$ cat config.mk
export PLATFORM = sky130hd
export DESIGN_NAME = base64_stream_codec
export DESIGN_NICKNAME = d
export VERILOG_FILES = /design/src/rtl/core/b64sc_pkg.sv /design/src/rtl/core/base64_stream_codec.sv
export VERILOG_INCLUDE_DIRS = /design/src /design/src/rtl/core
export SDC_FILE = /design/constraint.sdc
export NUM_CORES = 1
export LEC_CHECK = 0
export BUFFER_PORTS_ARGS = -buffer_cell sky130_fd_sc_hd__buf_2
export CAP_MARGIN = 40
export CORE_MARGIN = 3
export CORE_UTILIZATION = 60
export DETAILED_ROUTE_END_ITERATION = 7
export HOLD_SLACK_MARGIN = 0.06
export PLACE_DENSITY = 0.85
export SLEW_MARGIN = 10
export SYNTH_ARGS = -nofsm -noshare
export SYNTH_HDL_FRONTEND = slang
export SYNTH_SLANG_ARGS = --single-unit
$ cat constraint.sdc
create_clock -name clk -period 6.9 [get_ports clk]
set_clock_uncertainty 0.2 [all_clocks]
set_input_delay 1.725 -clock clk [delete_from_list [all_inputs] [get_ports clk]]
set_output_delay 1.725 -clock clk [all_outputs]
set_load 0.01 [all_outputs]
$ cat src/rtl/core/base64_stream_codec_assert.svh
// ---------------------------------------------------------------------------
// base64_stream_codec_assert
// Assertion macros for the base64 stream codec.
// ---------------------------------------------------------------------------
// Every property is sampled on clk and disabled while rst_n is low.
`ifndef BASE64_STREAM_CODEC_ASSERT_SVH
`define BASE64_STREAM_CODEC_ASSERT_SVH

// Condition holds in the same cycle.
`define B64SC_ASSERT_NOW(lbl, ante, cons) \
    lbl: assert property (@(posedge clk) disable iff (!rst_n) (ante) |-> (cons)) \
        else $error("base64 codec check failed");

// Condition holds in the next cycle.
`define B64SC_ASSERT_NEXT(lbl, ante, cons) \
    lbl: assert property (@(posedge clk) disable iff (!rst_n) (ante) |=> (cons)) \
        else $error("base64 codec check failed");

`endif

$ cat src/rtl/core/b64sc_pkg.sv
// ---------------------------------------------------------------------------
// b64sc_pkg
// Types, constants and alphabet functions for the base64 stream codec.
// ---------------------------------------------------------------------------
package b64sc_pkg;

    localparam int GROUP_W   = 18;  // gathered bytes or 6-bit indices
    localparam int MAX_WORDS = 4;   // most words one item can give
    localparam logic [7:0] PAD_CHAR = 8'h3D;  // '='

    localparam logic MODE_ENCODE = 1'b0;
    localparam logic MODE_DECODE = 1'b1;

    typedef struct packed {
        logic [7:0] value;
        logic       last;
    } in_t;

    typedef struct packed {
        logic [7:0] value;
        logic       last;
        logic       error;
    } out_t;

    // 6-bit index to alphabet character
    function automatic logic [7:0] char_of(input logic [5:0] idx);
        logic [7:0] c;
        if (idx < 6'd26)
            c = 8'h41 + {2'b00, idx};
        else if (idx < 6'd52)
            c = 8'h61 + {2'b00, idx - 6'd26};
        else if (idx < 6'd62)
            c = 8'h30 + {2'b00, idx - 6'd52};
        else if (idx == 6'd62)
            c = 8'h2B;
        else
            c = 8'h2F;
        return c;
    endfunction

    // alphabet character to 6-bit index; anything else gives 0
    function automatic logic [5:0] index_of(input logic [7:0] c);
        logic [5:0] idx;
        if (c inside {[8'h41:8'h5A]})
            idx = 6'(c - 8'h41);
        else if (c inside {[8'h61:8'h7A]})
            idx = 6'(c - 8'h61 + 8'd26);
        else if (c inside {[8'h30:8'h39]})
            idx = 6'(c - 8'h30 + 8'd52);
        else if (c == 8'h2B)
            idx = 6'd62;
        else if (c == 8'h2F)
            idx = 6'd63;
        else
            idx = 6'd0;
        return idx;
    endfunction

endpackage

$ cat src/rtl/core/base64_stream_codec.sv
// ---------------------------------------------------------------------------
// base64_stream_codec
// Streaming base64 encoder/decoder, standard alphabet, mode-selected.
// ---------------------------------------------------------------------------
// Usage:
//  - item channel (item, item_valid, item_stall): one byte (encode) or one
//    character (decode) per word, item.last marks the end of a message.
//  - result channel (result, result_valid, result_stall): 0 to 4 words per
//    item; result.last flags the final word caused by an item, result.error
//    flags a decode message that ended inside a group.
//  - cfg channel (cfg_mode, cfg_valid, cfg_ready): writes the mode bit
//    (0 encode, 1 decode) and drops any partial group. cfg_ready is high
//    only while the block is drained.
//  - Path: an accepted item is held in the input register, is
//    processed into the result buffer once that frees up, and its first
//    word then shows from the buffer.
//  - Throughput: one item per cycle while items give no words; an item
//    that gives words holds the result buffer until all are sent, and
//    the item behind it waits in the input register meanwhile.
//  - Reset clears the mode (encode), the group state and all valid flags.
//  - A stalled receiver freezes the buffered word; once the buffer is full
//    and the input register occupied, item_stall rises.
// ---------------------------------------------------------------------------
`include "base64_stream_codec_assert.svh"

module base64_stream_codec (
    input  logic            clk,
    input  logic            rst_n,
    input  b64sc_pkg::in_t  item,
    input  logic            item_valid,
    output logic            item_stall,
    output b64sc_pkg::out_t result,
    output logic            result_valid,
    input  logic            result_stall,
    input  logic            cfg_mode,
    input  logic            cfg_valid,
    output logic            cfg_ready
);

    // input register
    b64sc_pkg::in_t in_reg;
    logic           in_full_reg, in_full_next;

    // group state
    logic                          mode_reg, mode_next;
    logic [b64sc_pkg::GROUP_W-1:0] bits_reg, bits_next;
    logic [1:0]                    cnt_reg, cnt_next;
    logic [1:0]                    pad_reg, pad_next;

    // result buffer
    b64sc_pkg::out_t wbuf_reg [b64sc_pkg::MAX_WORDS];
    b64sc_pkg::out_t words    [b64sc_pkg::MAX_WORDS];
    logic [2:0]      rem_reg, rem_next;   // words still to send
    logic [1:0]      ptr_reg, ptr_next;   // next word to send
    logic [2:0]      wcnt;                // words made by the item in hand

    logic       take, move, cfg_wr, accept;
    logic [1:0] n_enc;
    logic [5:0] idx;
    logic [23:0] v;

    assign take   = result_valid && !result_stall;
    // input item moves into the buffer as it frees up this cycle
    assign move   = in_full_reg && ((rem_reg == 3'd0) || ((rem_reg == 3'd1) && take));
    assign accept = item_valid && !item_stall;
    assign cfg_wr = cfg_valid && cfg_ready;

    assign item_stall   = in_full_reg && !move;
    assign result_valid = (rem_reg != 3'd0);
    assign result       = wbuf_reg[ptr_reg];
    assign cfg_ready    = !in_full_reg && (rem_reg == 3'd0);

    // word generation and group update for the item in the input register, or group clear on a cfg write
    always_comb
    begin
        for (int i = 0; i < b64sc_pkg::MAX_WORDS; i++)
        begin
            words[i] = '0;
        end
        wcnt      = '0;
        mode_next = mode_reg;
        bits_next = bits_reg;
        cnt_next  = cnt_reg;
        pad_next  = pad_reg;
        n_enc     = cnt_reg + 2'd1;
        idx       = b64sc_pkg::index_of(in_reg.value);
        v         = '0;

        if (cfg_wr)
        begin
            mode_next = cfg_mode;
            bits_next = '0;
            cnt_next  = '0;
            pad_next  = '0;
        end
        else if (move)
        begin
            if (mode_reg == b64sc_pkg::MODE_ENCODE)
            begin
                // held count of 3 only arises in decode, treat as full group
                if ((cnt_reg < 2'd2) && !in_reg.last)
                begin
                    bits_next = {bits_reg[9:0], in_reg.value};
                    cnt_next  = n_enc;
                end
                else
                begin
                    if (cnt_reg >= 2'd2)
                        v = {bits_reg[15:0], in_reg.value};
                    else if (cnt_reg == 2'd1)
                        v = {bits_reg[7:0], in_reg.value, 8'h00};
                    else
                        v = {in_reg.value, 16'h0000};
                    words[0].value = b64sc_pkg::char_of(v[23:18]);
                    words[1].value = b64sc_pkg::char_of(v[17:12]);
                    words[2].value = (cnt_reg >= 2'd1) ? b64sc_pkg::char_of(v[11:6])
                                                       : b64sc_pkg::PAD_CHAR;
                    words[3].value = (cnt_reg >= 2'd2) ? b64sc_pkg::char_of(v[5:0])
                                                       : b64sc_pkg::PAD_CHAR;
                    wcnt      = 3'd4;
                    bits_next = '0;
                    cnt_next  = '0;
                    pad_next  = '0;
                end
            end
            else
            begin
                if (cnt_reg < 2'd3)
                begin
                    bits_next = {bits_reg[11:0], idx};
                    if ((cnt_reg == 2'd2) && (in_reg.value == b64sc_pkg::PAD_CHAR))
                        pad_next = pad_reg | 2'b01;
                    cnt_next = cnt_reg + 2'd1;
                    if (in_reg.last)
                    begin
                        // short message: single error word, group dropped
                        words[0].error = 1'b1;
                        wcnt      = 3'd1;
                        bits_next = '0;
                        cnt_next  = '0;
                        pad_next  = '0;
                    end
                end
                else
                begin
                    v = {bits_reg, idx};
                    words[wcnt[1:0]].value = v[23:16];
                    wcnt = wcnt + 3'd1;
                    if (!pad_reg[0])
                    begin
                        words[wcnt[1:0]].value = v[15:8];
                        wcnt = wcnt + 3'd1;
                    end
                    if (in_reg.value != b64sc_pkg::PAD_CHAR)
                    begin
                        words[wcnt[1:0]].value = v[7:0];
                        wcnt = wcnt + 3'd1;
                    end
                    bits_next = '0;
                    cnt_next  = '0;
                    pad_next  = '0;
                end
            end
            if (wcnt != 3'd0)
                words[2'(wcnt - 3'd1)].last = 1'b1;
        end
    end

    // buffer and input register control
    always_comb
    begin
        in_full_next = in_full_reg;
        rem_next     = rem_reg;
        ptr_next     = ptr_reg;
        if (move)
        begin
            rem_next     = wcnt;
            ptr_next     = '0;
            in_full_next = 1'b0;
        end
        else if (take)
        begin
            rem_next = rem_reg - 3'd1;
            ptr_next = ptr_reg + 2'd1;
        end
        if (accept)
            in_full_next = 1'b1;
    end

    always_ff @(posedge clk or negedge rst_n)
    begin
        if (!rst_n)
        begin
            in_full_reg <= 1'b0;
            mode_reg    <= b64sc_pkg::MODE_ENCODE;
            bits_reg    <= '0;
            cnt_reg     <= '0;
            pad_reg     <= '0;
            rem_reg     <= '0;
            ptr_reg     <= '0;
        end
        else
        begin
            in_full_reg <= in_full_next;
            mode_reg    <= mode_next;
            bits_reg    <= bits_next;
            cnt_reg     <= cnt_next;
            pad_reg     <= pad_next;
            rem_reg     <= rem_next;
            ptr_reg     <= ptr_next;
        end
    end

    // payload, no reset
    always_ff @(posedge clk)
    begin
        if (accept)
            in_reg <= item;
        if (move)
        begin
            for (int i = 0; i < b64sc_pkg::MAX_WORDS; i++)
            begin
                wbuf_reg[i] <= words[i];
            end
        end
    end

    // checks
    `B64SC_ASSERT_NOW(a_cfg_only_drained, cfg_ready, !result_valid && !in_full_reg)
    `B64SC_ASSERT_NEXT(a_cfg_clears_group, cfg_valid && cfg_ready, cnt_reg == 2'd0)
    `B64SC_ASSERT_NEXT(a_accept_fills_input, item_valid && !item_stall, in_full_reg)
    `B64SC_ASSERT_NOW(a_error_is_last, result_valid && result.error, result.last)

endmodule
==> flow_summary.yaml, run 1 <==
status:
  status: "completed"
synthesis:
  synthTopCellsByArea: "edfxtp_1 21%, dfrtp_1 10%, ha_1 9.3%"
  seq_area_frac_synth_pct: 31.1
  synth_flop_cell: "edfxtp_1"
  synth_top_area_share_pct: 20.6
  async_flop_share_pct: 37.8
  yosys_warnings: 0
  post-synth-top-area-cell: "edfxtp_1"
  netlist_area_mm2: 0.00670
  postSynthAreaPerCell_um2: 8.71
  syn_nets: 834
  ys_ff_latch: 74
  postSynthCellCount: 769
  synth_edf_count: 46
  ys_types: 79
floorplan:
  fp.dieW_um: 112
  io_pins: 28
  dieArea_mm2: 0.0125
  start_util_pct: 63.2
  rows: 37
  core-area_mm2: 0.0106
  die_y_um: 112
power:
  p_int_mw: 1.64
  p_per_area_mw_per_mm2: 462
  power.switching_mw: 1.62
  swShare_pct: 49.7
  leakagePower_nw: 2.77
  power_mw: 3.26
  seq_power_share_pct: 29.4
  p_clk_share_pct: 11.0
  ir_drop_uv: 264
  p_comb_share_pct: 59.6
timing:
  setup_viol_count_final: 0
  slew_viol_final: 0
  maxClockFrequency_mhz: 194
  hold_slack_ns: 0.321
  rsz0062_at_grt: "false"
  maxSlewHeadroom_pct: 38.4
  setup_tns_ns: 0
  fin_crit_ns: 5.16
  finalCritPeriodShare_pct: 74.8
  hold_viol: 0
  tightest_slew_ns: 0.917
critical_path:
  setup.worst_path.start: "cnt_reg[1]"
  r2r_setup_slack_ns: 1.74
  path_cells: "ha_1 > or2_0 > buf_4 > o21a_1 > clkinv_1 > ha_1 > inv_1 > nor3_1 > o31a_1 > or3_1 > and4b_1 > o32ai_1"
  cp_num_cells: 12
  crit_type: "reg2reg"
  crit_path_start_kind: "flop"
  critical_path.max_stage_delay_ns: 0.93
  worstPathRequired_ns: 6.88
  path_max_fanout: 27
  critPathTopFamily: "adder cells"
  end_kind: "flop"
  cp-endpoint: "wbuf_reg[1][6]"
  crit_path_top_delay_cell: "dfrtp_1"
  r2r_start: "cnt_reg[1]"
  reg2regPathDepth: 12
  worstPathArrival_ns: 5.14
  path_buf_inv: 3
  crit_top_cell: "ha_1"
  r2r-end: "wbuf_reg[1][6]"
detailed_routing:
  wl_per_cell_um: 21.5
  ant_nets: 0
  drc: 0
  vias: 6297
  firstDrtPassIters: 6
  vias_per_cell: 6.96
  finalWirelength_um: 19500
  drt_iter0_drc: 873
run:
  maxCapViolations: 0
final_layout:
  final_cells: 905
  final_net_count: 828
  final_cell_mix: "71 x nand2_1, 69 x o21ai_0, 50 x ha_1, 48 x a21oi_1, 46 x edfxtp_1"
  fillers: 888
  drive_gt1_share_pct: 11.2
  layout_commonest_cell: "nand2_1"
  largest_reg_flops: 37
  area_growth_syn_to_layout_pct: 5.38
  postLayoutCoreUtil_pct: 66.6
cts:
  cts.root.buffer_cell: "clkbuf_8"
  cts_max_path_buffers: 2
  clock_latency_ns: 0.36
  h-tree-depth: 3
  cts_tree: "built"
  clk_pin_slew_ns: 0.08
  cts_hold_buf: 0
  cts_buffers: 9
  clock-sinks: 74
  cts_resized: 0
  post_cts_buffers: 0
global_routing:
  grt_max_degree: 47
  grt_pass1_vias: 5991
  gr-total-overflow: 0
  grt_antenna_before_repair: 0
  grt_use_total_pct: 30.8
  grt_pass1_wl_um: 31300
placement:
  placed_cells: 888
  numPortBuffers: 27
  dp_hpwl_um: 13900
  globalplace.congestion: 1.02
worst_hold_path:
  hold_path_class: "reg2reg"
synthesized netlist by cell type, types with 7 or more instances:
| library cell | number |
|---|---|
| edfxtp_1 | 46 |
| xnor2_1 | 24 |
| nor3_1 | 16 |
| o21ai_0 | 69 |
| a211o_1 | 7 |
| nor2_1 | 38 |
| o22ai_1 | 7 |
| nand2b_1 | 14 |
| buf_2 | 9 |
| xor2_1 | 18 |
| dfrtp_1 | 28 |
| nand3_1 | 42 |
| and2_1 | 8 |
| mux4_2 | 9 |
| a21o_1 | 8 |
| clkbuf_1 | 39 |
| mux2i_1 | 14 |
| a22oi_1 | 23 |
| o211ai_1 | 11 |
| nand2_1 | 71 |
| a31oi_1 | 11 |
| inv_1 | 33 |
| o21a_1 | 7 |
| a21oi_1 | 48 |
| ha_1 | 50 |
worst register-to-register path, stage by stage (launching register included):
cell	delay (ns)
dfrtp_1	0.93
ha_1	0.78
or2_0	0.43
buf_4	0.34
o21a_1	0.41
clkinv_1	0.31
ha_1	0.37
inv_1	0.15
nor3_1	0.07
o31a_1	0.26
or3_1	0.33
and4b_1	0.19
o32ai_1	0.21
cell families (layout without fill, tap and decap cells):
group | count (synthesis) | in the layout | share of synthesized area (%)
AOI/OAI and AO/OA | 247 | 247 | 24.1
other | 0 | 1 | 0
muxes | 29 | 29 | 6.46
and+or+nand+nor | 234 | 234 | 17.8
xor gates and xnor gates | 42 | 42 | 5.49
buffers and inverters | 93 | 92 | 5.77
DFF | 74 | 74 | 31.1
adders and majority gates | 50 | 50 | 9.34
layer usage:
metal	track usage (%)	vias up	share of wire, %
li1	-	2838	-
met1	42.6	2944	40
met2	49.4	437	45
met3	5.27	78	10
met4	10.3	0	3.8
met5	0	-	0
power by group through the flow:
stage          Combinational, mW  Sequential (mW)  Clock [mW]
2_1_floorplan               1.50            0.809           0
3_3_place_gp                1.82            0.947           0
3_5_place_dp                1.88            0.956           0
4_1_cts                     1.90            0.948       0.357
5_1_grt                     2.11            0.975       0.377
6_report                    1.94            0.959       0.357
final cells by class:
type | count | area, um2 | share of cell area (%)
Multi-Input combinational cell | 602 | 4240 | 60.0
Tap cell | 136 | 170 | 2.41
Clock buffer | 14 | 195 | 2.76
Timing Repair Buffer | 38 | 215 | 3.05
Clock inverter | 2 | 16.3 | 0.230
Antenna cell | 1 | 2.50 | 0.0354
Sequential cell | 74 | 2080 | 29.5
Inverter | 38 | 143 | 2.02
worst min path at each step:
stage / from / to / slack, ns / depth (start not counted)
final: bits_reg[16] / bits_reg[16] / 0.32 / 2
after global routing: bits_reg[16] / bits_reg[16] / 0.36 / 2
after CTS: bits_reg[16] / bits_reg[16] / 0.32 / 2
after detailed placement: bits_reg[16] / bits_reg[16] / 0.30 / 2
after global placement: bits_reg[17] / bits_reg[17] / 0.29 / 2
after floorplan: bits_reg[17] / bits_reg[17] / 0.27 / 2
per-stage QoR:
stage / cell area [um2] / setup slack [ns]
6_report: 7060 / 1.74
4_1_cts: 7060 / 1.90
3_5_place_dp: 6850 / 1.92
3_3_place_gp: 6830 / 2.07
5_1_grt: 7060 / 1.47
2_1_floorplan: 6700 / 2.83
Power figures use the tool's default switching activity.
==> run 2: changes to the inputs <==
CORE_UTILIZATION = 57   (was 60)
PLACE_DENSITY = 0.84   (was 0.85)
clock period = 4.4 ns   (was 6.9 ns; I/O delays follow)
==> run 2 against run 1 <==
Register-to-register slack got worse by 1.2 ns. Sequential share of layout area fell by 0.81 points. Power rose by 64%. Sequential cell count did not move. Clock power rose by 120%. Worst setup slack got worse by 1.2 ns. Sequential power rose by 52%. Global-route usage fell by 0.33 points. Die area rose by 5.0%. Final cell count rose by 1.7%. Core utilization fell by 1.6 points. Critical path depth rose by 2. Critical path type unchanged. Largest cell class unchanged.
==> flow_summary.yaml, run 2 (synthesis results as in run 1) <==
detailed_routing:
  finalWirelength_um: 19200
  ant_nets: 0
  vias: 6249
  firstDrtPassIters: 5
  vias_per_cell: 6.79
  drt_iter0_drc: 970
  wl_per_cell_um: 20.9
  drc: 0
floorplan:
  start_util_pct: 60.0
  die_y_um: 114
  core-area_mm2: 0.0112
  io_pins: 28
  rows: 38
  dieArea_mm2: 0.0131
  fp.dieW_um: 114
final_layout:
  area_growth_syn_to_layout_pct: 8.37
  final_cell_mix: "71 x nand2_1, 69 x o21ai_0, 50 x ha_1, 48 x a21oi_1, 46 x edfxtp_1"
  largest_reg_flops: 37
  antenna_cells: 0
  drive_gt1_share_pct: 12.9
  layout_commonest_cell: "nand2_1"
  final_net_count: 840
timing:
  setup_viol_count_final: 0
  hold_viol: 0
  slew_viol_final: 0
  finalCritPeriodShare_pct: 87.1
  rsz0062_at_grt: "false"
  fin_crit_ns: 3.83
  setup_tns_ns: 0
  maxSlewHeadroom_pct: 49.5
  tightest_slew_ns: 0.751
  hold_slack_ns: 0.309
  maxClockFrequency_mhz: 261
cts:
  cts_hold_buf: 0
  cts_resized: 0
  cts_buffers: 9
  cts_max_path_buffers: 2
  cts_tree: "built"
  post_cts_buffers: 0
  h-tree-depth: 3
  clk_pin_slew_ns: 0.07
  cts.root.buffer_cell: "clkbuf_16"
  clock-sinks: 74
  clock_latency_ns: 0.34
power:
  swShare_pct: 48.1
  power.switching_mw: 2.58
  p_clk_share_pct: 14.4
  seq_power_share_pct: 27.2
  p_per_area_mw_per_mm2: 737
  p_comb_share_pct: 58.4
  ir_drop_uv: 510
  leakagePower_nw: 2.87
  p_int_mw: 2.78
worst_hold_path:
  hold_depth: 2
  hold_path_class: "reg2reg"
  hp-start: "bits_reg[17]"
  holdPathEnd: "bits_reg[17]"
critical_path:
  worstPathRequired_ns: 4.37
  crit_type: "reg2reg"
  r2r_start: "cnt_reg[1]"
  r2r_setup_slack_ns: 0.57
  crit_path_start_kind: "flop"
  path_max_fanout: 12
  r2r-end: "wbuf_reg[1][6]"
  worstPathArrival_ns: 3.80
  end_kind: "flop"
  reg2regPathDepth: 14
status:
  status: "completed"
placement:
  globalplace.congestion: 0.999
  numPortBuffers: 27
  dp_hpwl_um: 14100
global_routing:
  grt_pass1_wl_um: 31600
  grt_use_total_pct: 30.5
  grt_pass1_vias: 5971
  gr-total-overflow: 0
  grt_antenna_before_repair: 0
  grt_max_degree: 46
run:
  maxCapViolations: 0
==> run 2: how the worst max path moves through the flow <==
stage / startpoint / endpoint / slack (ns) / cells after the start
6_report: cnt_reg[1] / wbuf_reg[1][6] / 0.57 / 14
5_1_grt: cnt_reg[1] / wbuf_reg[1][6] / 0.35 / 14
4_1_cts: cnt_reg[1] / wbuf_reg[1][6] / 0.67 / 14
3_5_place_dp: cnt_reg[1] / wbuf_reg[1][6] / 0.70 / 14
3_3_place_gp: cnt_reg[1] / wbuf_reg[1][6] / 0.84 / 14
2_1_floorplan: cnt_reg[1] / wbuf_reg[1][6] / 0.70 / 18
==> run 2: worst max-delay path, stage by stage (launching register included) <==
cell	delay, ns
dfrtp_1	0.51
inv_1	0.17
ha_1	0.46
nand2_1	0.09
o21a_1	0.19
buf_4	0.18
clkinv_1	0.16
ha_1	0.35
inv_1	0.13
nand2b_1	0.11
a21oi_1	0.05
o31a_1	0.30
or3_1	0.34
and4b_1	0.19
o32ai_1	0.21
==> run 2: area by class of cell <==
cell class	count	area [um2]
Multi-Input combinational cell	602	4240
Tap cell	140	175
Clock inverter	7	82.6
Sequential cell	74	2080
Timing Repair Buffer	50	312
Clock buffer	9	225
Fill cell	902	3910
Inverter	38	143
==> run 2: per-stage QoR <==
step           total power [mW]  util (%)  std cells  setup WS, ns  instance area [um2]
6_report                   5.35      65.0        920         0.569                 7260
5_1_grt                    5.72      65.0        920         0.350                 7260
4_1_cts                    5.29      65.0        920         0.670                 7260
3_5_place_dp               4.49      62.2        904         0.701                 6950
3_3_place_gp               4.38      62.1        902         0.845                 6930
2_1_floorplan              3.63         -        769         0.698                 6700
==> run 2: power by group through the flow <==
| stage | registers (mW) | clock network, mW | logic, mW |
|---|---|---|---|
| final | 1.46 | 0.771 | 3.13 |
| after global routing | 1.49 | 0.803 | 3.42 |
| after CTS | 1.45 | 0.771 | 3.07 |
| after detailed placement | 1.46 | 0 | 3.04 |
| after global placement | 1.44 | 0 | 2.94 |
| after floorplan | 1.27 | 0 | 2.36 |
==> run 2: per-layer routing <==
metal / wire length, um / GRT usage (%) / up-vias
li1: - / - / 2864
met1: 7730 / 42.3 / 2951
met2: 9080 / 49.5 / 380
met3: 1770 / 3.54 / 54
met4: 664 / 10.6 / 0
met5: 0 / 0 / -
==> run 3: changes to the inputs <==
CORE_MARGIN = 2   (was 3)
CORE_UTILIZATION = 60   (was 57)
PLACE_DENSITY = 0.85   (was 0.84)
clock period = 4.65 ns   (was 4.4 ns; I/O delays follow)
==> run 3 against run 2 <==
Clock-buffer cell count is the same. Non-clock buffer count down 4. Sequential power shrank 6%. Register-to-register slack better by 0.23 ns. Die area fell by 8.1%. First-iteration DRC count fell by 9.8%. Critical path depth shrank 1. Fmax shrank 0.49%. Via count up 1.1%. Cell area down 2.1%. Worst hold slack improved by 0.014 ns. Critical endpoint unchanged.
==> flow_summary.yaml, run 3 (synthesis results as in run 1) <==
power:
  power_mw: 4.82
  leakagePower_nw: 2.79
  ir_drop_uv: 494
  p_per_area_mw_per_mm2: 678
final_layout:
  layout_commonest_cell: "nand2_1"
  final_cell_mix: "71 x nand2_1, 69 x o21ai_0, 50 x ha_1, 48 x a21oi_1, 46 x edfxtp_1"
  area_growth_syn_to_layout_pct: 6.13
  final_net_count: 836
  final_area_mm2: 0.00711
  largest_reg_flops: 37
  drive_gt1_share_pct: 12.5
  antenna_cells: 0
cts:
  h-tree-depth: 3
  cts.root.buffer_cell: "clkbuf_8"
  clock-sinks: 74
  clk_pin_slew_ns: 0.09
  cts_tree: "built"
  cts_resized: 0
  clock_latency_ns: 0.35
  cts_hold_buf: 0
  cts_max_path_buffers: 2
  cts_buffers: 9
  post_cts_buffers: 0
timing:
  rsz0062_at_grt: "false"
  tightest_slew_ns: 0.843
  setup_viol_count_final: 0
  setup_tns_ns: 0
  slew_viol_final: 0
  finalCritPeriodShare_pct: 82.8
  hold_viol: 0
  maxClockFrequency_mhz: 260
  fin_crit_ns: 3.85
  maxSlewHeadroom_pct: 43.4
  fin_ws_ns: 0.800
placement:
  postPlaceCellArea_mm2: 0.00693
  dp_hpwl_um: 13900
  dp_slack_ns: 0.923
  numPortBuffers: 27
  globalplace.congestion: 1.00
global_routing:
  grt_use_total_pct: 33.2
  grt_antenna_before_repair: 0
  grt_util_met3_pct: 8.89
  gr-usage-met1_pct: 43.5
  grt_max_degree: 46
  grt_pass1_wl_um: 30500
  gr-total-overflow: 0
  use_met2_pct: 53.2
  grt_pass1_vias: 5835
  busiest_layer: "met2"
worst_hold_path:
  hold_path_class: "reg2reg"
detailed_routing:
  vias_per_cell: 6.90
  firstDrtPassIters: 6
  finalWirelength_um: 19200
  vias: 6317
  drt_iter0_drc: 875
  wl_per_cell_um: 20.9
  drc: 0
  ant_nets: 0
critical_path:
  end_kind: "flop"
  worstPathArrival_ns: 3.83
  crit_path_start_kind: "flop"
  crit_type: "reg2reg"
  worstPathRequired_ns: 4.63
  path_max_fanout: 20
floorplan:
  rows: 38
  dieArea_mm2: 0.0120
  io_pins: 28
  core-area_mm2: 0.0109
  start_util_pct: 61.5
  fp.dieW_um: 110
  die_y_um: 110
status:
  status: "completed"
run:
  maxCapViolations: 0
[run 3: cell types whose count changed in the layout (fill, tap and decap cells not counted), sizes merged]
cell,previous run,this run
buf,50,46
clkinvlp,2,3
bufinv,1,0
[run 3: cell type report]
| class | instances | area (um2) |
|---|---|---|
| Multi-Input combinational cell | 602 | 4240 |
| Sequential cell | 74 | 2080 |
| Fill cell | 882 | 3780 |
| Clock inverter | 7 | 60.1 |
| Clock buffer | 9 | 124 |
| Inverter | 38 | 143 |
| Tap cell | 140 | 175 |
| Timing Repair Buffer | 46 | 285 |
[run 3: stage by stage]
step	hold WS [ns]	utilization, %	instances
after global placement	0.291	63.3	897
after detailed placement	0.306	63.6	900
after global routing	0.359	65.3	916
after CTS	0.327	65.3	916
final	0.324	65.3	916
after floorplan	0.268	-	769
[run 3: power by group]
group          switching, mW  internal (mW)  total [mW]  leakage [nW]
clock network          0.279          0.203       0.482        0.0848
registers              0.306           1.07        1.37         0.805
logic                   1.85           1.12        2.97          1.90
total                   2.44           2.39        4.82          2.79
[run 3: critical path: stages, from the launching register on]
cell	delay [ns]
dfrtp_1	0.45
inv_1	0.11
ha_1	0.18
or2_0	0.16
buf_4	0.28
o21a_1	0.42
clkinv_1	0.31
ha_1	0.37
inv_1	0.15
nor3_1	0.07
o31a_1	0.25
or3_1	0.33
and4b_1	0.19
o32ai_1	0.21
[run 3: per-layer routing]
| metal | vias to the layer above | wire (um) |
|---|---|---|
| li1 | 2854 | - |
| met1 | 2918 | 7400 |
| met2 | 468 | 8800 |
| met3 | 77 | 2270 |
| met4 | 0 | 707 |
| met5 | - | 0 |
[run 3: final timing paths]
check / depth (start not counted) / startpoint / slack (ns) / endpoint
min: 2 / bits_reg[17] / 0.32 / bits_reg[17]
min reg2reg: 2 / bits_reg[17] / 0.32 / bits_reg[17]
max: 13 / cnt_reg[0] / 0.80 / wbuf_reg[1][6]
min in group asynchronous: 1 / rst_n / 0.63 / bits_reg[16]
max in group asynchronous: 1 / rst_n / 3.20 / cnt_reg[0]
max reg2reg: 13 / cnt_reg[0] / 0.80 / wbuf_reg[1][6]
